$ cat src/hdl/lfspg_pkg.sv
package lfspg_pkg;

  // Field widths fixed by the item formats.
  localparam int COLOR_W     = 24;
  localparam int LED_COUNT_W = 6;
  localparam int PADDR_W     = 3;
  localparam int PDATA_W     = 32;

  // Request codes.
  localparam logic [1:0] REQ_CLEAR     = 2'd0;
  localparam logic [1:0] REQ_WRITE_ONE = 2'd1;
  localparam logic [1:0] REQ_WRITE_ALL = 2'd2;
  localparam logic [1:0] REQ_ESTIMATE  = 2'd3;

  // Battery codes; anything at or above empty counts as empty.
  localparam logic [1:0] BATT_LOW   = 2'd1;
  localparam logic [1:0] BATT_EMPTY = 2'd2;

  // Power events reported in the status item.
  localparam logic [1:0] EVT_NONE = 2'd0;
  localparam logic [1:0] EVT_ON   = 2'd1;
  localparam logic [1:0] EVT_OFF  = 2'd2;

  // Result kinds.
  localparam logic KIND_STATUS = 1'b0;
  localparam logic KIND_PIXEL  = 1'b1;

  // Register map.
  localparam logic [PADDR_W-1:0] ADDR_LED_COUNT = 3'd0;

  // Current estimate in nA, then divided down to mA.
  localparam int ACC_W       = 29;
  localparam int NA_PER_LED  = 741000;
  localparam int NA_PER_UNIT = 18200;
  localparam int NA_BASE     = 7100000;
  localparam int NA_PER_MA   = 1000000;
  localparam logic [7:0] MA_SAT = 8'd255;

  // Reciprocal of one million scaled by 2^49 and rounded up. Multiplying a
  // total below 2^29 by it and dropping 49 bits gives the exact quotient.
  localparam int RECIP_W     = 30;
  localparam int RECIP_SHIFT = 49;
  localparam int PROD_W      = ACC_W + RECIP_W;
  localparam logic [RECIP_W-1:0] NA_RECIP =
    RECIP_W'(((64'd1 << RECIP_SHIFT) + 64'(NA_PER_MA) - 64'd1) / 64'(NA_PER_MA));

  typedef struct packed {
    logic [1:0]         req_type;
    logic [15:0]        pixel_index;
    logic [COLOR_W-1:0] color;
    logic               defer_show;
    logic [1:0]         battery_level;
  } in_item_t;

  typedef struct packed {
    logic               kind;
    logic [4:0]         pixel_out_index;
    logic [COLOR_W-1:0] pixel_out_color;
    logic               last;
    logic               power_on;
    logic [1:0]         power_event;
    logic [7:0]         current_ma;
  } out_item_t;

  // Low-battery dimming of one channel: ceil(x / 32).
  function automatic logic [7:0] dim_chan(input logic [7:0] x);
    logic [8:0] t;
    t = {1'b0, x} + 9'd31;
    return {4'b0000, t[8:5]};
  endfunction

  function automatic logic [COLOR_W-1:0] dim_color(input logic [COLOR_W-1:0] c);
    return {dim_chan(c[23:16]), dim_chan(c[15:8]), dim_chan(c[7:0])};
  endfunction

endpackage

$ cat src/hdl/lfspg_mem.sv
// Pixel store: one write port, one registered read port, and a valid bit
// per entry so that reset and the clear request empty it at once.
// An entry whose valid bit is low reads as black.
module lfspg_mem #(
  parameter int DEPTH = 32,
  parameter int AW    = 5
) (
  input  logic                         clk,
  input  logic                         rst_n,
  input  logic                         clr,
  input  logic                         we,
  input  logic [AW-1:0]                waddr,
  input  logic [lfspg_pkg::COLOR_W-1:0] wdata,
  input  logic                         re,
  input  logic [AW-1:0]                raddr,
  output logic [lfspg_pkg::COLOR_W-1:0] rdata
);

  logic [lfspg_pkg::COLOR_W-1:0] mem_r [DEPTH];
  logic [DEPTH-1:0]              vld_r;
  logic [lfspg_pkg::COLOR_W-1:0] rdata_r;
  logic                          rvld_r;

  // Storage array, no reset.
  always_ff @(posedge clk) begin
    if (we) begin
      mem_r[waddr] <= wdata;
    end
  end

  // Valid bits: cleared together, set by each write.
  always_ff @(posedge clk) begin
    if (!rst_n || clr) begin
      vld_r <= '0;
    end else if (we) begin
      vld_r[waddr] <= 1'b1;
    end
  end

  // Registered read; the data holds until the next read.
  always_ff @(posedge clk) begin
    if (re) begin
      rdata_r <= mem_r[raddr];
    end
  end

  always_ff @(posedge clk) begin
    if (!rst_n) begin
      rvld_r <= 1'b0;
    end else if (re) begin
      rvld_r <= vld_r[raddr];
    end
  end

  assign rdata = rvld_r ? rdata_r : '0;

endmodule

$ cat src/hdl/led_frame_store_power_gate.sv
// LED frame store with supply gating. One item is taken at a time; with n the
// effective LED count (led_count, capped at MAX_LEDS), a show scans the store
// for a lit pixel, then streams each pixel in two steps (store read, then dim,
// write back and hand over), leaves the stream and sends the status item. A
// write-all request first writes the colour to all n store entries. A current
// estimate runs the scan, multiplies the nA total by a fixed-point reciprocal of
// one million and sends the status item. The scan reads the pixel store one entry
// per cycle through its registered read port, and every pass walks the store in
// order, so the time taken grows with n. Stalls on the result side lengthen the
// stream and the status item.
module led_frame_store_power_gate #(
  parameter int MAX_LEDS = 32
) (
  input  logic                                clk,
  input  logic                                rst_n,
  // Request channel
  input  logic                                in_valid,
  output logic                                in_ready,
  input  lfspg_pkg::in_item_t                 in_data,
  // Result channel
  output logic                                out_valid,
  input  logic                                out_ready,
  output lfspg_pkg::out_item_t                out_data,
  // Configuration port
  input  logic                                psel,
  input  logic                                penable,
  input  logic                                pwrite,
  input  logic [lfspg_pkg::PADDR_W-1:0]       paddr,
  input  logic [lfspg_pkg::PDATA_W-1:0]       pwdata,
  output logic [lfspg_pkg::PDATA_W-1:0]       prdata,
  output logic                                pready
);

  localparam int AW = (MAX_LEDS > 1) ? $clog2(MAX_LEDS) : 1;
  localparam int CW = $clog2(MAX_LEDS + 1);
  localparam logic [lfspg_pkg::LED_COUNT_W-1:0] MAX_N =
    lfspg_pkg::LED_COUNT_W'(MAX_LEDS);

  localparam logic [2:0] ST_IDLE   = 3'd0;
  localparam logic [2:0] ST_FILL   = 3'd1;
  localparam logic [2:0] ST_SCAN   = 3'd2;
  localparam logic [2:0] ST_DIV    = 3'd3;
  localparam logic [2:0] ST_STR_RD = 3'd4;
  localparam logic [2:0] ST_STR_WR = 3'd5;
  localparam logic [2:0] ST_STATUS = 3'd6;

  logic [2:0]                          state_r, state_nxt;
  logic [CW-1:0]                       cnt_r, cnt_nxt;
  logic [CW-1:0]                       n_r, n_nxt;
  logic [1:0]                          req_r, req_nxt;
  logic [1:0]                          batt_r, batt_nxt;
  logic [lfspg_pkg::COLOR_W-1:0]       col_r, col_nxt;
  logic                                supply_r, supply_nxt;
  logic [1:0]                          evt_r, evt_nxt;
  logic [7:0]                          ma_r, ma_nxt;
  logic                                nz_r, nz_nxt;
  logic                                pend_r, pend_nxt;
  logic [lfspg_pkg::ACC_W-1:0]         acc_r, acc_nxt;
  logic [lfspg_pkg::ACC_W-1:0]         rem_r, rem_nxt;
  logic                                out_valid_r, out_valid_nxt;
  lfspg_pkg::out_item_t                out_data_r, out_data_nxt;
  logic [lfspg_pkg::LED_COUNT_W-1:0]   led_count_r, led_count_nxt;

  logic                                mem_clr;
  logic                                mem_we;
  logic [AW-1:0]                       mem_waddr;
  logic [lfspg_pkg::COLOR_W-1:0]       mem_wdata;
  logic                                mem_re;
  logic [AW-1:0]                       mem_raddr;
  logic [lfspg_pkg::COLOR_W-1:0]       pix;

  logic [lfspg_pkg::LED_COUNT_W-1:0]   n_now;
  logic [lfspg_pkg::COLOR_W-1:0]       pix_dim;
  logic [9:0]                          chan_sum;
  logic [lfspg_pkg::ACC_W-1:0]         led_term;
  logic [lfspg_pkg::PROD_W-1:0]        quot_prod;
  logic [9:0]                          quot;
  logic                                slot_free;
  logic                                cfg_wr;

  lfspg_mem #(
    .DEPTH (MAX_LEDS),
    .AW    (AW)
  ) u_mem (
    .clk   (clk),
    .rst_n (rst_n),
    .clr   (mem_clr),
    .we    (mem_we),
    .waddr (mem_waddr),
    .wdata (mem_wdata),
    .re    (mem_re),
    .raddr (mem_raddr),
    .rdata (pix)
  );

  // Configuration register access.
  assign pready = 1'b1;
  assign cfg_wr = psel && penable && pwrite;
  assign prdata = (paddr == lfspg_pkg::ADDR_LED_COUNT) ?
                  lfspg_pkg::PDATA_W'(led_count_r) : '0;

  always_comb begin
    led_count_nxt = led_count_r;
    if (cfg_wr && paddr == lfspg_pkg::ADDR_LED_COUNT) begin
      led_count_nxt = pwdata[lfspg_pkg::LED_COUNT_W-1:0];
    end
  end

  // Per-pixel arithmetic on the store read data.
  assign n_now    = (led_count_r > MAX_N) ? MAX_N : led_count_r;
  assign pix_dim  = lfspg_pkg::dim_color(pix);
  assign chan_sum = 10'(pix[23:16]) + 10'(pix[15:8]) + 10'(pix[7:0]);
  assign led_term = lfspg_pkg::ACC_W'(lfspg_pkg::NA_PER_LED) +
                    lfspg_pkg::ACC_W'(chan_sum) *
                    lfspg_pkg::ACC_W'(lfspg_pkg::NA_PER_UNIT);

  // The nA total in mA, truncated, by multiplying with the scaled reciprocal.
  assign quot_prod = lfspg_pkg::PROD_W'(rem_r) * lfspg_pkg::PROD_W'(lfspg_pkg::NA_RECIP);
  assign quot      = quot_prod[lfspg_pkg::RECIP_SHIFT +: 10];

  assign slot_free = !out_valid_r || out_ready;
  assign in_ready  = (state_r == ST_IDLE);
  assign out_valid = out_valid_r;
  assign out_data  = out_data_r;

  // Request sequencer.
  always_comb begin
    state_nxt     = state_r;
    cnt_nxt       = cnt_r;
    n_nxt         = n_r;
    req_nxt       = req_r;
    batt_nxt      = batt_r;
    col_nxt       = col_r;
    supply_nxt    = supply_r;
    evt_nxt       = evt_r;
    ma_nxt        = ma_r;
    nz_nxt        = nz_r;
    pend_nxt      = pend_r;
    acc_nxt       = acc_r;
    rem_nxt       = rem_r;
    out_valid_nxt = out_valid_r && !out_ready;
    out_data_nxt  = out_data_r;
    mem_clr       = 1'b0;
    mem_we        = 1'b0;
    mem_waddr     = '0;
    mem_wdata     = '0;
    mem_re        = 1'b0;
    mem_raddr     = '0;

    unique case (state_r)
      ST_IDLE: begin
        if (in_valid) begin
          n_nxt    = CW'(n_now);
          req_nxt  = in_data.req_type;
          batt_nxt = in_data.battery_level;
          col_nxt  = in_data.color;
          evt_nxt  = lfspg_pkg::EVT_NONE;
          ma_nxt   = '0;
          cnt_nxt  = '0;
          pend_nxt = 1'b0;
          nz_nxt   = 1'b0;
          acc_nxt  = '0;
          unique case (in_data.req_type)
            lfspg_pkg::REQ_CLEAR: begin
              mem_clr   = 1'b1;
              state_nxt = ST_SCAN;
            end
            lfspg_pkg::REQ_WRITE_ONE: begin
              if (in_data.pixel_index < 16'(n_now)) begin
                mem_we    = 1'b1;
                mem_waddr = in_data.pixel_index[AW-1:0];
                mem_wdata = in_data.color;
                state_nxt = in_data.defer_show ? ST_STATUS : ST_SCAN;
              end else begin
                state_nxt = ST_STATUS;
              end
            end
            lfspg_pkg::REQ_WRITE_ALL: begin
              state_nxt = ST_FILL;
            end
            lfspg_pkg::REQ_ESTIMATE: begin
              state_nxt = ST_SCAN;
            end
          endcase
        end
      end

      // Write the request colour to every pixel in use.
      ST_FILL: begin
        if (cnt_r < n_r) begin
          mem_we    = 1'b1;
          mem_waddr = cnt_r[AW-1:0];
          mem_wdata = col_r;
          cnt_nxt   = cnt_r + 1'b1;
        end else begin
          cnt_nxt   = '0;
          state_nxt = ST_SCAN;
        end
      end

      // Pipelined pass over the store: lit check and current sum.
      ST_SCAN: begin
        pend_nxt = (cnt_r < n_r);
        if (cnt_r < n_r) begin
          mem_re    = 1'b1;
          mem_raddr = cnt_r[AW-1:0];
          cnt_nxt   = cnt_r + 1'b1;
        end
        if (pend_r && pix != '0) begin
          nz_nxt  = 1'b1;
          acc_nxt = acc_r + led_term;
        end
        if (cnt_r == n_r && !pend_r) begin
          cnt_nxt = '0;
          if (req_r == lfspg_pkg::REQ_ESTIMATE) begin
            rem_nxt   = acc_r + (nz_r ? lfspg_pkg::ACC_W'(lfspg_pkg::NA_BASE) : '0);
            state_nxt = ST_DIV;
          end else if (!nz_r) begin
            if (supply_r) begin
              supply_nxt = 1'b0;
              evt_nxt    = lfspg_pkg::EVT_OFF;
            end
            state_nxt = ST_STATUS;
          end else if (batt_r >= lfspg_pkg::BATT_EMPTY) begin
            state_nxt = ST_STATUS;
          end else begin
            if (!supply_r) begin
              supply_nxt = 1'b1;
              evt_nxt    = lfspg_pkg::EVT_ON;
            end
            state_nxt = ST_STR_RD;
          end
        end
      end

      // Saturate the quotient of the nA total by one million.
      ST_DIV: begin
        ma_nxt    = (quot > 10'(lfspg_pkg::MA_SAT)) ? lfspg_pkg::MA_SAT : quot[7:0];
        state_nxt = ST_STATUS;
      end

      // Stream: read one pixel.
      ST_STR_RD: begin
        if (cnt_r < n_r) begin
          mem_re    = 1'b1;
          mem_raddr = cnt_r[AW-1:0];
          state_nxt = ST_STR_WR;
        end else begin
          state_nxt = ST_STATUS;
        end
      end

      // Stream: dim and write back at low battery, then send the pixel.
      ST_STR_WR: begin
        if (slot_free) begin
          out_valid_nxt                = 1'b1;
          out_data_nxt.kind            = lfspg_pkg::KIND_PIXEL;
          out_data_nxt.pixel_out_index = 5'(cnt_r[AW-1:0]);
          out_data_nxt.pixel_out_color = (batt_r == lfspg_pkg::BATT_LOW) ? pix_dim : pix;
          out_data_nxt.last            = 1'b0;
          out_data_nxt.power_on        = supply_r;
          out_data_nxt.power_event     = lfspg_pkg::EVT_NONE;
          out_data_nxt.current_ma      = '0;
          if (batt_r == lfspg_pkg::BATT_LOW) begin
            mem_we    = 1'b1;
            mem_waddr = cnt_r[AW-1:0];
            mem_wdata = pix_dim;
          end
          cnt_nxt   = cnt_r + 1'b1;
          state_nxt = ST_STR_RD;
        end
      end

      // Closing status item.
      ST_STATUS: begin
        if (slot_free) begin
          out_valid_nxt                = 1'b1;
          out_data_nxt.kind            = lfspg_pkg::KIND_STATUS;
          out_data_nxt.pixel_out_index = '0;
          out_data_nxt.pixel_out_color = '0;
          out_data_nxt.last            = 1'b1;
          out_data_nxt.power_on        = supply_r;
          out_data_nxt.power_event     = evt_r;
          out_data_nxt.current_ma      = ma_r;
          state_nxt                    = ST_IDLE;
        end
      end

      default: begin
        state_nxt = ST_IDLE;
      end
    endcase
  end

  // Control state.
  always_ff @(posedge clk) begin
    if (!rst_n) begin
      state_r     <= ST_IDLE;
      supply_r    <= 1'b0;
      out_valid_r <= 1'b0;
      led_count_r <= '0;
      pend_r      <= 1'b0;
      cnt_r       <= '0;
    end else begin
      state_r     <= state_nxt;
      supply_r    <= supply_nxt;
      out_valid_r <= out_valid_nxt;
      led_count_r <= led_count_nxt;
      pend_r      <= pend_nxt;
      cnt_r       <= cnt_nxt;
    end
  end

  // Working registers and result payload.
  always_ff @(posedge clk) begin
    n_r        <= n_nxt;
    req_r      <= req_nxt;
    batt_r     <= batt_nxt;
    col_r      <= col_nxt;
    evt_r      <= evt_nxt;
    ma_r       <= ma_nxt;
    nz_r       <= nz_nxt;
    acc_r      <= acc_nxt;
    rem_r      <= rem_nxt;
    out_data_r <= out_data_nxt;
  end

endmodule

$ cat config.mk
export PLATFORM = sky130hd
export DESIGN_NAME = led_frame_store_power_gate
export DESIGN_NICKNAME = d
export VERILOG_FILES = /design/src/hdl/lfspg_pkg.sv /design/src/hdl/lfspg_mem.sv /design/src/hdl/led_frame_store_power_gate.sv
export SDC_FILE = /design/constraint.sdc
export NUM_CORES = 2
export LEC_CHECK = 0
export ABC_CLOCK_PERIOD_IN_PS = 12700
export BUFFER_PORTS_ARGS = -buffer_cell sky130_fd_sc_hd__buf_4
export CORE_MARGIN = 5
export CORE_UTILIZATION = 45
export CTS_BUF_LIST = sky130_fd_sc_hd__clkbuf_4
export CTS_CLUSTER_DIAMETER = 200
export CTS_CLUSTER_SIZE = 24
export DETAILED_ROUTE_END_ITERATION = 10
export REMOVE_ABC_BUFFERS = 1
export SYNTH_ARGS = -nofsm -noshare
export SYNTH_HDL_FRONTEND = slang
export SYNTH_SLANG_ARGS = --single-unit
$ cat constraint.sdc
create_clock -name clk -period 12.7 [get_ports clk]
set_clock_uncertainty 0.2 [all_clocks]
set_input_delay 2.54 -clock clk [delete_from_list [all_inputs] [get_ports clk]]
set_output_delay 2.54 -clock clk [all_outputs]
set_load 0.005 [all_outputs]
==> summary.md <==
| Metric | Value |
|---|---|
| Reg-to-Reg Start | `u_mem.rvld_r` |
| Initial Util | `0.4525` |
| Htree depth | `2` |
| CTS clk-pin slew, worst paths | `270 ps` |
| Worst-skew pair later-pin latency | `1090 ps` |
| Syn-to-layout area delta | `5.777%` |
| Drc violations | `0` |
| Initial DRC count | `3,766` |
| Chip height | `367.9 um` |
| Port-buffer cells | `110` |
| RePlAce Congestion | `0.8754` |
| Crit Path Class | `reg2reg` |
| R2R depth | `32` |
| CP Data Arrival Time | `10,470 ps` |
| Total CTS buffers | `47` |
| DP HPWL | `97.69 mm` |
| Gr usage total | `0.2254` |
| Flops & latches, synth | `982` |
| Cts hold-fix bufs | `0` |
| Post-DR vias/cell | `5.687` |
| Fill cells | `11,374` |
| Post-synthesis sequential area ratio | `0.5028` |
| Min-delay worst type | `reg2reg` |
| Hold path depth | `0` |
| Pleak | `0.02397 uW` |
| Max incr delay on CP | `1010 ps` |
| Placed cells | `6,475` |
| Hold Crit Endpoint | `rem_r[3]` |
| Critical Path Fanout Max | `53` |
| Die Span X | `367.9 um` |
| Final core occ | `0.4786` |
| Share of cells above drive strength 1 | `0.07369` |
| Die area | `135,300 um^2` |
| Drt total wl | `153.9 mm` |
| Critical path's slowest cell | `dfxtp_2` |
| Post-Synthesis Cells | `4,810` |
| CTS sink count | `982` |
| Boundary Pins | `164` |
| CTS tree | `built` |
| Final hold violation count | `0` |
| Vias | `37,206` |
| DRT Pass-1 Iters | `6` |
| Worst EP required | `13,330 ps` |
| Min-delay src | `acc_r[3]` |
| Initial antenna violation count | `14` |
| # nets final | `5,751` |
| Largest net degree at the start of global routing | `141` |
| Max-Cap Viols | `0` |
| Max IR drop VDD | `87.43 uV` |
| Cell Area, Placed | `60,480 um^2` |
| Worst setup SP type | `register` |
| Routed len/inst | `23.53 um` |
| Synth async-reset ratio | `0` |
| Post-synth EDFFs | `931` |
| Synth cell types | `77` |
| Slew of the pin with the lowest slew margin | `1295 ps` |
| Top_reg_cell synth | `edfxtp_1` |
| Period minus WS final | `9839 ps` |
| Design area | `60,960 um^2` |
| Post-CTS Resized | `0` |
| Flop2flop setup slack | `2860 ps` |
| Synthesized cell area | `57,630 um^2` |
| Most common cell after layout, fill and taps aside | `edfxtp_1` |
| Fmax | `101.6 MHz` |
| Row count | `131` |
| Post-CTS Setup Inserts | `0` |
| Crit path capture type | `register` |
| Clock Tree Buf Depth | `3` |
| GRT overflow | `0` |
| Number of routed nets with antenna violations | `0` |
| Fin crit share | `0.7747` |
| Max Slew Vio Count | `0` |
| Syn_area_per_cell | `11.98 um^2` |
| FF+latch area | `28,990 um^2` |
| Worst R2R End | `acc_r[24]` |
| Multi-input gate area | `25,950 um^2` |
| Commonest cells after routing, fill and taps aside | `edfxtp_1 (931), nand2_1 (618), inv_1 (540), ha_1 (461), fa_1 (341)` |
| Worst rel slew slack | `0.1334` |
| Setup TNS | `0 ps` |
| Finished Layout Cells | `6,542` |
| PwrDens | `143.1 nW/um^2` |
| CP most frequent cell | `ha_1` |
| Yosys warning count | `0` |
| Status | `finished, final reports clean` |
| Core region area | `127,400 um^2` |
| Wire length of the first global-routing pass | `232.3 mm` |
| Vias in the first global route | `36,351` |
| Setup violators final | `0` |
| RSZ-0062 raised after global routing | `false` |
| Clock root cell | `clkbuf_4` |
state kept, by name, indices dropped and copies added, names as in the netlist, 8 cells and up:
register	count
out_data	42
u_mem.vld_r	32
acc_r	26
rem_r	26
ma_r	8
u_mem.rdata_r	24
col_r	24
u_mem.mem_r	768
cells by family after synthesis:
kind of cell               Yosys count  synth area share
DFF                                982            0.5028
adders and majority gates          802            0.2186
other                                2         0.0001303
AOI/OAI and AO/OA                  680           0.08253
and+or+nand+nor                   1365            0.1068
muxes                              117           0.02136
buffers and inverters              779           0.05513
xor gates and xnor gates            83           0.01261
stage by stage:
step | hold WS (ps) | power [uW] | worst slack [ps]
floorplan | 226.4 | 6530 | 2982
global placement | 238.9 | 7578 | 2980
detailed placement | 250.4 | 7613 | 2875
CTS | 300.1 | 8741 | 2804
global route | 312.0 | 9321 | 2018
finish | 293.1 | 8721 | 2861
per-layer routing:
metal	track usage	up-vias	wire length (um)
li1	-	16956	-
met4	0.03467	0	2146
met2	0.3374	1376	66440
met1	0.3527	18751	72110
met3	0.03682	123	13240
met5	0	-	0
where the power goes:
| group | internal [uW] | switching, uW | total, uW | leakage (uW) |
|---|---|---|---|---|
| sequential | 3920 | 189 | 4110 | 0.00812 |
| combinational | 1250 | 2220 | 3470 | 0.0156 |
| clock | 200 | 940 | 1140 | 0.000273 |
| total | 5370 | 3350 | 8720 | 0.0240 |
cell usage after synthesis, drive strengths merged (45+ instances only):
master / number / share of area
a211oi: 61 / 0.0082
a21oi: 154 / 0.013
a311oi: 52 / 0.0080
a31o: 57 / 0.0087
and3: 56 / 0.0061
buf: 95 / 0.011
clkbuf: 140 / 0.0091
dfxtp: 51 / 0.018
edfxtp: 931 / 0.49
fa: 341 / 0.12
ha: 461 / 0.10
inv: 543 / 0.035
mux2i: 87 / 0.015
nand2: 623 / 0.041
nand3: 308 / 0.027
nor2: 171 / 0.011
nor2b: 56 / 0.0061
nor3: 47 / 0.0041
o21a: 45 / 0.0059
o21ai: 93 / 0.0081
xnor2: 50 / 0.0076
final cells by class:
| class | count | share of cell area |
|---|---|---|
| tap | 1662 | 0.03411 |
| clock inverter | 6 | 0.0009852 |
| timing repair buffer | 187 | 0.02324 |
| antenna | 8 | 0.0003284 |
| inverter | 544 | 0.03358 |
| sequential | 982 | 0.4755 |
| clock buffer | 53 | 0.006527 |
| multi-input combinational | 3100 | 0.4257 |
worst max-delay path by stage:
stage,startpoint,endpoint,cells past startpoint
after floorplan,cnt_r[2],u_mem.rdata_r[0],12
after global placement,u_mem.rvld_r,acc_r[24],32
after detailed placement,u_mem.rvld_r,acc_r[24],32
after CTS,u_mem.rvld_r,acc_r[24],32
after global routing,u_mem.rvld_r,acc_r[26],34
final,u_mem.rvld_r,acc_r[24],32
worst max-delay path: cells and delay by family, from the launching register on:
family,cells,cell delay (ps)
AO/OA/AOI/OAI,16,3620
buffers and inverters,1,40
AND/OR/NAND/NOR,3,730
adder cells (fa/ha/maj),10,3460
flip-flops,1,1010
XOR/XNOR,2,460
No activity file was read; power rests on OpenSTA's default activity.
